`src/bms_pkg.sv`:
```
// Shared types, command codes and note ROM for the buzzer melody sequencer.
// No dependencies; imported by every module of the block.
package bms_pkg;

    localparam int TIME_W   = 32;
    localparam int MEL_CNT  = 5;
    localparam int FREQ_W   = 11;
    localparam int DUR_W    = 8;
    localparam int CMD_W    = 2;
    localparam int SEL_W    = 3;
    localparam int POS_W    = 3;

    localparam logic [CMD_W-1:0] CMD_NONE = 2'd0;
    localparam logic [CMD_W-1:0] CMD_TONE = 2'd1;
    localparam logic [CMD_W-1:0] CMD_REST = 2'd2;
    localparam logic [CMD_W-1:0] CMD_STOP = 2'd3;

    localparam logic ACT_TICK = 1'b0;
    localparam logic ACT_PLAY = 1'b1;

    typedef struct packed {
        logic              action;
        logic [SEL_W-1:0]  sound;
        logic [TIME_W-1:0] now_ms;
    } t_in_item;

    typedef struct packed {
        logic [CMD_W-1:0]  command;
        logic [FREQ_W-1:0] tone_freq_hz;
        logic [DUR_W-1:0]  tone_duration_ms;
        logic              busy_res;
    } t_out_item;

    // Number of notes in each melody; unused codes hold no notes.
    function automatic logic [POS_W-1:0] rom_len(input logic [SEL_W-1:0] sel);
        logic [POS_W-1:0] len;
        unique case (sel)
            3'd0:    len = 3'd2;
            3'd1:    len = 3'd3;
            3'd2:    len = 3'd2;
            3'd3:    len = 3'd3;
            3'd4:    len = 3'd4;
            default: len = 3'd0;
        endcase
        return len;
    endfunction

    // Note frequency in hertz, zero for a rest.
    function automatic logic [FREQ_W-1:0] rom_freq(input logic [SEL_W-1:0] sel,
                                                   input logic [POS_W-1:0] pos);
        logic [FREQ_W-1:0] f;
        unique case ({sel, pos})
            {3'd0, 3'd0}: f = 11'd1047;
            {3'd0, 3'd1}: f = 11'd1319;
            {3'd1, 3'd0}: f = 11'd1319;
            {3'd1, 3'd1}: f = 11'd1568;
            {3'd1, 3'd2}: f = 11'd1047;
            {3'd2, 3'd0}: f = 11'd784;
            {3'd2, 3'd1}: f = 11'd659;
            {3'd3, 3'd0}: f = 11'd523;
            {3'd3, 3'd2}: f = 11'd523;
            {3'd4, 3'd0}: f = 11'd523;
            {3'd4, 3'd1}: f = 11'd659;
            {3'd4, 3'd2}: f = 11'd784;
            {3'd4, 3'd3}: f = 11'd1047;
            default:      f = 11'd0;
        endcase
        return f;
    endfunction

    // Note duration in milliseconds.
    function automatic logic [DUR_W-1:0] rom_dur(input logic [SEL_W-1:0] sel,
                                                 input logic [POS_W-1:0] pos);
        logic [DUR_W-1:0] d;
        unique case ({sel, pos})
            {3'd0, 3'd0}: d = 8'd60;
            {3'd0, 3'd1}: d = 8'd90;
            {3'd1, 3'd0}: d = 8'd50;
            {3'd1, 3'd1}: d = 8'd50;
            {3'd1, 3'd2}: d = 8'd90;
            {3'd2, 3'd0}: d = 8'd90;
            {3'd2, 3'd1}: d = 8'd130;
            {3'd3, 3'd0}: d = 8'd200;
            {3'd3, 3'd1}: d = 8'd100;
            {3'd3, 3'd2}: d = 8'd200;
            {3'd4, 3'd0}: d = 8'd80;
            {3'd4, 3'd1}: d = 8'd80;
            {3'd4, 3'd2}: d = 8'd80;
            {3'd4, 3'd3}: d = 8'd140;
            default:      d = 8'd0;
        endcase
        return d;
    endfunction

endpackage

```
`src/bms_player.sv`:
```
// Playback state and per-item step logic of the buzzer melody sequencer.
// Depends on bms_pkg for item types, command codes and the note ROM.
module bms_player
    import bms_pkg::*;
(
    input  logic      i_clk,
    input  logic      i_rst_n,
    input  logic      i_fire,
    input  t_in_item  i_item,
    output t_out_item o_result
);

    logic              r_playing, n_playing;
    logic [SEL_W-1:0]  r_sel, n_sel;
    logic [POS_W-1:0]  r_pos, n_pos;
    logic [TIME_W-1:0] r_end, n_end;

    logic [FREQ_W-1:0] note_freq;
    logic [DUR_W-1:0]  note_dur;
    logic              at_end;

    // Look up the current note
    assign note_freq = rom_freq(r_sel, r_pos);
    assign note_dur  = rom_dur(r_sel, r_pos);
    assign at_end    = (r_pos >= rom_len(r_sel));

    // Work out the result and the next state for one item
    always_comb begin
        n_playing = r_playing;
        n_sel     = r_sel;
        n_pos     = r_pos;
        n_end     = r_end;
        o_result  = '{command: CMD_NONE, tone_freq_hz: '0, tone_duration_ms: '0,
                      busy_res: r_playing};
        if (i_item.action == ACT_PLAY) begin
            if (i_item.sound < SEL_W'(MEL_CNT)) begin
                n_playing = 1'b1;
                n_sel     = i_item.sound;
                n_pos     = '0;
                n_end     = '0;
                o_result.busy_res = 1'b1;
            end
        end else if (r_playing && (i_item.now_ms >= r_end)) begin
            if (at_end) begin
                n_playing = 1'b0;
                o_result.command  = CMD_STOP;
                o_result.busy_res = 1'b0;
            end else begin
                n_pos = r_pos + POS_W'(1);
                n_end = i_item.now_ms + TIME_W'(note_dur);
                o_result.tone_duration_ms = note_dur;
                if (note_freq != '0) begin
                    o_result.command      = CMD_TONE;
                    o_result.tone_freq_hz = note_freq;
                end else begin
                    o_result.command = CMD_REST;
                end
            end
        end
    end

    // Commit the state when the item moves on
    always_ff @(posedge i_clk) begin
        if (!i_rst_n) begin
            r_playing <= 1'b0;
            r_sel     <= '0;
            r_pos     <= '0;
            r_end     <= '0;
        end else if (i_fire) begin
            r_playing <= n_playing;
            r_sel     <= n_sel;
            r_pos     <= n_pos;
            r_end     <= n_end;
        end
    end

endmodule

```
`src/buzzer_melody_sequencer.sv`:
```
// Buzzer melody sequencer top level: input register, step logic, result register.
// Each item moves from the input register via the step logic to the result register.
// Throughput: one item per cycle unless stalled; step logic: ROM reads, compares, adds.
// A stalled result register holds and the input register fills behind it.
// Synchronous active-low reset empties both registers and sets the player idle.
// Depends on bms_pkg and bms_player.
module buzzer_melody_sequencer
    import bms_pkg::*;
(
    input  logic      i_clk,
    input  logic      i_rst_n,
    input  logic      i_in_valid,
    output logic      o_in_stall,
    input  t_in_item  i_in_item,
    output logic      o_out_valid,
    input  logic      i_out_stall,
    output t_out_item o_out_item
);

    logic      r_in_valid;
    t_in_item  r_in;
    logic      r_out_valid;
    t_out_item r_out;
    t_out_item step_res;
    logic      out_free;
    logic      fire;

    assign out_free   = !r_out_valid || !i_out_stall;
    assign fire       = r_in_valid && out_free;
    assign o_in_stall = r_in_valid && !out_free;

    // Step the player on the registered item
    bms_player u_player (
        .i_clk    (i_clk),
        .i_rst_n  (i_rst_n),
        .i_fire   (fire),
        .i_item   (r_in),
        .o_result (step_res)
    );

    // Input register: load whenever not stalled
    always_ff @(posedge i_clk) begin
        if (!i_rst_n) begin
            r_in_valid <= 1'b0;
        end else if (!o_in_stall) begin
            r_in_valid <= i_in_valid;
        end
    end

    always_ff @(posedge i_clk) begin
        if (!o_in_stall) begin
            r_in <= i_in_item;
        end
    end

    // Result register: advance when free
    always_ff @(posedge i_clk) begin
        if (!i_rst_n) begin
            r_out_valid <= 1'b0;
        end else if (out_free) begin
            r_out_valid <= r_in_valid;
        end
    end

    always_ff @(posedge i_clk) begin
        if (fire) begin
            r_out <= step_res;
        end
    end

    assign o_out_valid = r_out_valid;
    assign o_out_item  = r_out;

endmodule

```
`config.mk`:
```
export PLATFORM = sky130hd
export DESIGN_NAME = buzzer_melody_sequencer
export DESIGN_NICKNAME = d
export VERILOG_FILES = /design/src/bms_pkg.sv /design/src/bms_player.sv /design/src/buzzer_melody_sequencer.sv
export SDC_FILE = /design/constraint.sdc
export NUM_CORES = 1
export LEC_CHECK = 0
export BUFFER_PORTS_ARGS = -buffer_cell sky130_fd_sc_hd__buf_2
export CAP_MARGIN = 20
export CORE_MARGIN = 2
export CORE_UTILIZATION = 55
export DETAILED_ROUTE_END_ITERATION = 8
export GPL_TIMING_DRIVEN = 0
export PLACE_DENSITY = 0.84
export SKIP_LAST_GASP = 1
export SYNTH_ARGS = -nofsm -noshare
export SYNTH_HDL_FRONTEND = slang
export SYNTH_HIERARCHICAL = 1
export SYNTH_SLANG_ARGS = --single-unit
export TNS_END_PERCENT = 5
```
`constraint.sdc`:
```
create_clock -name i_clk -period 6 [get_ports i_clk]
set_clock_uncertainty 0.05 [all_clocks]
set_input_delay 0.9 -clock i_clk [delete_from_list [all_inputs] [get_ports i_clk]]
set_output_delay 0.9 -clock i_clk [all_outputs]
set_load 0.02 [all_outputs]
```
Word level (Yosys, flattened, before mapping)

Memory sizes are Yosys's and may differ from the RTL's.
Cells that the tools add are included.

Flip-flop bits (word level): 99
ROM bits: 1,088
Input port bits: 40
Output and inout bits: 24
Memories kept: 2

Memories:

| name             | depth | bits a word | read ports | clocked after memory_dff | wr ports | line          | text |
|---|---|---|---|---|---|---|---|
| (name not given) | 64    | 10          | 1          | 0                        | 0        | bms_pkg.sv:52 | `unique case ({sel, pos})` |
| (name not given) | 64    | 7           | 1          | 0                        | 0        | bms_pkg.sv:75 | `unique case ({sel, pos})` |

$add $sub $neg: 2
Magnitude comparators: 3
Equal/unequal tests: 6
Muxes and demuxes: 17
Bitwise operators: 2
Reduce and logical (&&, ||, !) cells: 18

Operators with widths:

| cell                  | count |
|---|---|
| $mux W32              | 4 |
| $add A32 B8 Y32       | 1 |
| $ge A32 B32 Y1        | 1 |
| $mux W3               | 4 |
| $reduce_bool A11 Y1   | 1 |
| $pmux W3 S3           | 1 |
| $eq A3 B2 Y1 const B  | 2 |
| $mux W1               | 6 |
| $reduce_or A2 Y1      | 3 |
| $mux W2               | 2 |
| $reduce_and A4 Y1     | 1 |
| $reduce_or A4 Y1      | 1 |
| $add A3 B1 Y3 const B | 1 |
| $eq A3 B1 Y1 const B  | 1 |
| $eq A3 B3 Y1 const B  | 1 |
| $ge A3 B3 Y1          | 1 |
| $logic_and A1 B1 Y1   | 3 |
| $logic_not A1 Y1      | 3 |
| $logic_not A3 Y1      | 1 |
| $lt A3 B3 Y1 const B  | 1 |
| $reduce_and A3 Y1     | 1 |
| $reduce_or A3 Y1      | 1 |
| $ne A2 B1 Y1 const B  | 1 |
| $ne A2 B2 Y1 const B  | 1 |
| 4 further kinds       | 5 |

Depth between registers and ports, before layout

Word-level depth: 7
Depth in mapped cells: 15
Gate-level depth less buffers: 15

Modules after synthesis

Netlist, hierarchy kept.

Modules (own cells, without submodules):

| module                  | instances | cells an instance | area an instance (µm²) | sequential area each (µm²) |
|---|---|---|---|---|
| bms_player              | 1         | 528               | 3,933.8                | 780.7 |
| buzzer_melody_sequencer | 1         | 66                | 1,821.7                | 1,781.7 |

Worst setup path after synthesis

No wires, ideal clock.

Kind: input-to-reg
From: in i_out_stall
To: reg u_player.r_end[8]
Setup time: 0.070 ns
Arrival time: 3.880 ns
Data required time: 5.880 ns
Slack: 2.000 ns
Cell stages on the path: 5
Cells stage by stage: a21boi_0 and4b_1 o21ai_2 or4_1 a21boi_1

Longest elaborated chain between the ends: 4

RTL lines:

| item                               | line                          | text |
|---|---|---|
| from (decl)                        | buzzer_melody_sequencer.sv:16 | `input logic i_out_stall,` |
| $logic_not A1 Y1                   | buzzer_melody_sequencer.sv:28 | `assign out_free = !r_out_valid \|\| !i_out_stall;` |
| $logic_or A1 B1 Y1                 | buzzer_melody_sequencer.sv:28 |  |
| $logic_and A1 B1 Y1                | buzzer_melody_sequencer.sv:29 | `assign fire = r_in_valid && out_free;` |
| $reduce_and A4 Y1 (no source line) | -                             |  |
| to (signal assigned)               | bms_player.sv:73              | `r_end <= n_end;` |
| to (decl)                          | bms_player.sv:16              | `logic [TIME_W-1:0] r_end, n_end;` |

Every way passes these cells.
A chain may end at the register's enable or synchronous reset.

Final worst setup path

From: reg u_player.r_sel[0]
To: reg u_player.r_end[26]

Longest elaborated chain between the ends: 6
Elaborated cells on any way between the ends: 16
Those cells by class: add/sub: 1; order compare: 1; eq/ne: 5; mux: 4; reduce/logical: 4; memory: 1

RTL lines:

| item                                                                    | line             | text |
|---|---|---|
| from (decl)                                                             | bms_player.sv:14 | `logic [SEL_W-1:0] r_sel, n_sel;` |
| from (signal assigned)                                                  | bms_player.sv:71 | `r_sel <= n_sel;` |
| parallel branches: the longest is 6 deep, another holds $add A32 B8 Y32 | -                |  |

Parallel ways; which one is timed is not known. The select of a mux whose other input is x is not followed.

==> metrics.csv <==
stage,metric,value,unit
drt,drt_iter0_markers,290,
sta,achievable-frequency,226,MHz
clock_tree,cts_buffers,9,
clock_tree,clock-sinks,99,
die,die-area,11300,um2
die,core_region_area,10200,um2
cells_and_area,syn_to_final_growth,12.6,%
critical_path,worstSetupStartpointType,flop,
global_route,antenna_found_initial,0,
global_route,grt_use_total,0.238,
synthesis,syn_area_per_cell,9.69,um2
sta,worst-slew-pin-transition,0.889,ns
synthesis,synth_top_area_frac,0.303,
clock_tree,root_buffer,clkbuf_8,
synthesis,ys_seq_area_frac,0.445,
power,vdd_drop_max,0.000120,V
power,netSwitchingFraction,0.250,
placed_design,dp_hpwl,9680,um
sta,fin_setup_tns,0,ns
global_route,grt_max_degree,38,
global_route,grt_pass1_wl,21400,um
cells_and_area,antenna_cells,0,
synthesis,synth-main-ff-cell,edfxtp_1,
sta,hold-worst-slack,0.418,ns
sta,fin_crit_sh,0.737,
global_route,grt_pass1_vias,4520,
global_route,grt_overflow_total,0,
synthesis,synth-edff-count,58,
sta,grt_setup_unrepaired,no,
min_path,hp-class,flop to flop,
cells_and_area,final_cell_mix,"66 x buf_2, 58 x edfxtp_1, 50 x ha_1",
synthesis,syn_area,5760,um2
sta,period_needed,4.42,ns
critical_path,arrival,4.63,ns
job,maxCapViolations,0,
drt,drc_errors,0,
power,seqPwrFrac,0.545,
clock_tree,cts_hold_buf,0,
synthesis,yosys_warnings,6,
drt,firstDrtPassIters,4,
clock_tree,cts.clk_slew.worst_paths,0.10,ns
sta,slew_violations,0,
clock_tree,clkLatencyLatePin,0.37,ns
clock_tree,clockBufferDepth,2,
die,die_y,106,um
synthesis,synth_top_cell_by_area,edfxtp_1,
drt,vias_per_cell,5.83,
sta,hold_viol,0,
die,ios,64,
die,num_rows,37,
critical_path,path_cells,"clkbuf_1, clkbuf_1, nand2_1, a2111oi_0, ha_1, nand3_1, nor2_1, o311ai_0, clkbuf_2, a2111oi_0, xnor2_1, nor2_1, o21a_1",
placed_design,gp_congestion,0.965,
drt,drt_wl_total,13000,um
cells_and_area,post-route-util,0.633,
clock_tree,h-tree-depth,3,
die,initial_utilization,0.563,
critical_path,worstPathRequired,6.21,ns
drt,dr_total_vias,4735,
drt,post_drt_wl_per_cell,16.0,um
power,power_frac_comb,0.122,
run_status,status,"complete, no violations",
power,p_int,1.05,mW
critical_path,slowest_delay,0.80,ns
power,p_clk_frac,0.333,
sta,max-slew-margin-rel,0.407,
critical_path,cp_max_fo,10,
power,p_leak,2.46,nW
synthesis,synth.distinct_cells,58,
placed_design,io_buffers,63,
synthesis,ys_seq_elements,99,
drt,ant_nets,0,
cells_and_area,nets,762,
synthesis,postSynthCellCount,594,
cells_and_area,drive_above_1_share,0.139,
critical_path,end_kind,flop,
sta,finalSetupViolCount,0,
clock_tree,cts_resized,0,
synthesis,ys_top_cells_by_area,"edfxtp_1 30%, dfxtp_1 14%, ha_1 11%",
clock_tree,cts_setup_buffers,0,
die,die_x,106,um
synthesis,synthArstFlopShare,0,
cells_and_area,layout_commonest_cell,buf_2,
critical_path,cp_slowest_cell,a2111oi_0,
critical_path,path_class,flop to flop,
power,power_density,216,nW/um2
clock_tree,cts_tree,built,
power,switching_power,0.350,mW
layout make-up:
cell class / instances / area, um2
Sequential cell: 99 / 2560
Fill cell: 847 / 3750
Buffer: 29 / 131
Multi-Input combinational cell: 422 / 2900
Clock inverter: 4 / 76.3
Inverter: 45 / 169
Timing Repair Buffer: 65 / 335
Tap cell: 136 / 170
Clock buffer: 12 / 135
metal layers:
layer  routed length [um]  GRT usage  up-vias  share of wire
met4                  283     0.0968        0          0.022
met5                    0          0        -              0
met1                 5600      0.291     2225           0.43
li1                     -          -     2302              -
met3                  591     0.0264       28          0.045
met2                 6520      0.426      180           0.50
synthesized netlist by cell type (all sizes together), types with 8 or more instances:
cell	count
nand2	32
and2	12
nand2b	8
clkbuf	20
buf	9
nor2	40
or3	17
a21oi	38
edfxtp	58
and3	15
nand3	33
a21boi	20
inv	45
ha	50
xnor2	17
o21a	15
dfxtp	41
o21ai	21
nand4	10
nor3	9
xor2	12
state kept, by name (all words and copies together), names as in the netlist:
name / flops
o_out_item: 22
o_out_valid: 1
r_in: 36
r_in_valid: 1
u_player/r_end: 32
u_player/r_playing: 1
u_player/r_pos: 3
u_player/r_sel: 3
power by group through the flow:
stage	combinational (mW)	sequential (mW)	clock (mW)
finish	0.171	0.762	0.466
CTS	0.168	0.762	0.474
floorplan	0.108	0.780	0
global route	0.190	0.765	0.498
detailed placement	0.167	0.778	0
global placement	0.158	0.777	0
stage by stage:
step	instances	cell area, um2	setup WS [ns]	total power, mW
detailed placement	795	6260	1.37	0.945
CTS	811	6470	1.28	1.40
floorplan	595	5760	2.00	0.888
global route	812	6480	1.29	1.45
finish	812	6480	1.58	1.40
global placement	794	6240	1.11	0.936
worst max-delay path: cells and delay by family, from the launching register on:
kind / cells / cell delay [ns]
AND/OR/NAND/NOR: 4 / 0.50
buffers and inverters: 3 / 1.06
XOR/XNOR: 1 / 0.19
flip-flops: 1 / 0.47
AO/OA/AOI/OAI: 4 / 1.76
adder cells (fa/ha/maj): 1 / 0.30
cell families (layout without fill, tap and decap cells):
kind of cell / count (synthesis) / after routing / share of synthesized area
other cells: 1 / 2 / 0.000652
compound gates: 133 / 133 / 0.153
mux: 1 / 1 / 0.00196
fa+ha+maj: 51 / 51 / 0.112
flops: 99 / 99 / 0.445
xor+xnor: 29 / 29 / 0.0441
buf+inv: 74 / 155 / 0.0522
simple gates: 206 / 206 / 0.191
path summary, 6_finish.rpt:
check / endpoint / slack (ns) / depth (start not counted) / start
min reg2reg: u_player/r_end[7] / 0.42 / 2 / u_player/r_end[7]
min: u_player/r_end[7] / 0.42 / 2 / u_player/r_end[7]
max reg2reg: u_player/r_end[26] / 1.58 / 13 / u_player/r_sel[0]
max: u_player/r_end[26] / 1.58 / 13 / u_player/r_sel[0]
(Power assumes the default switching activity.)
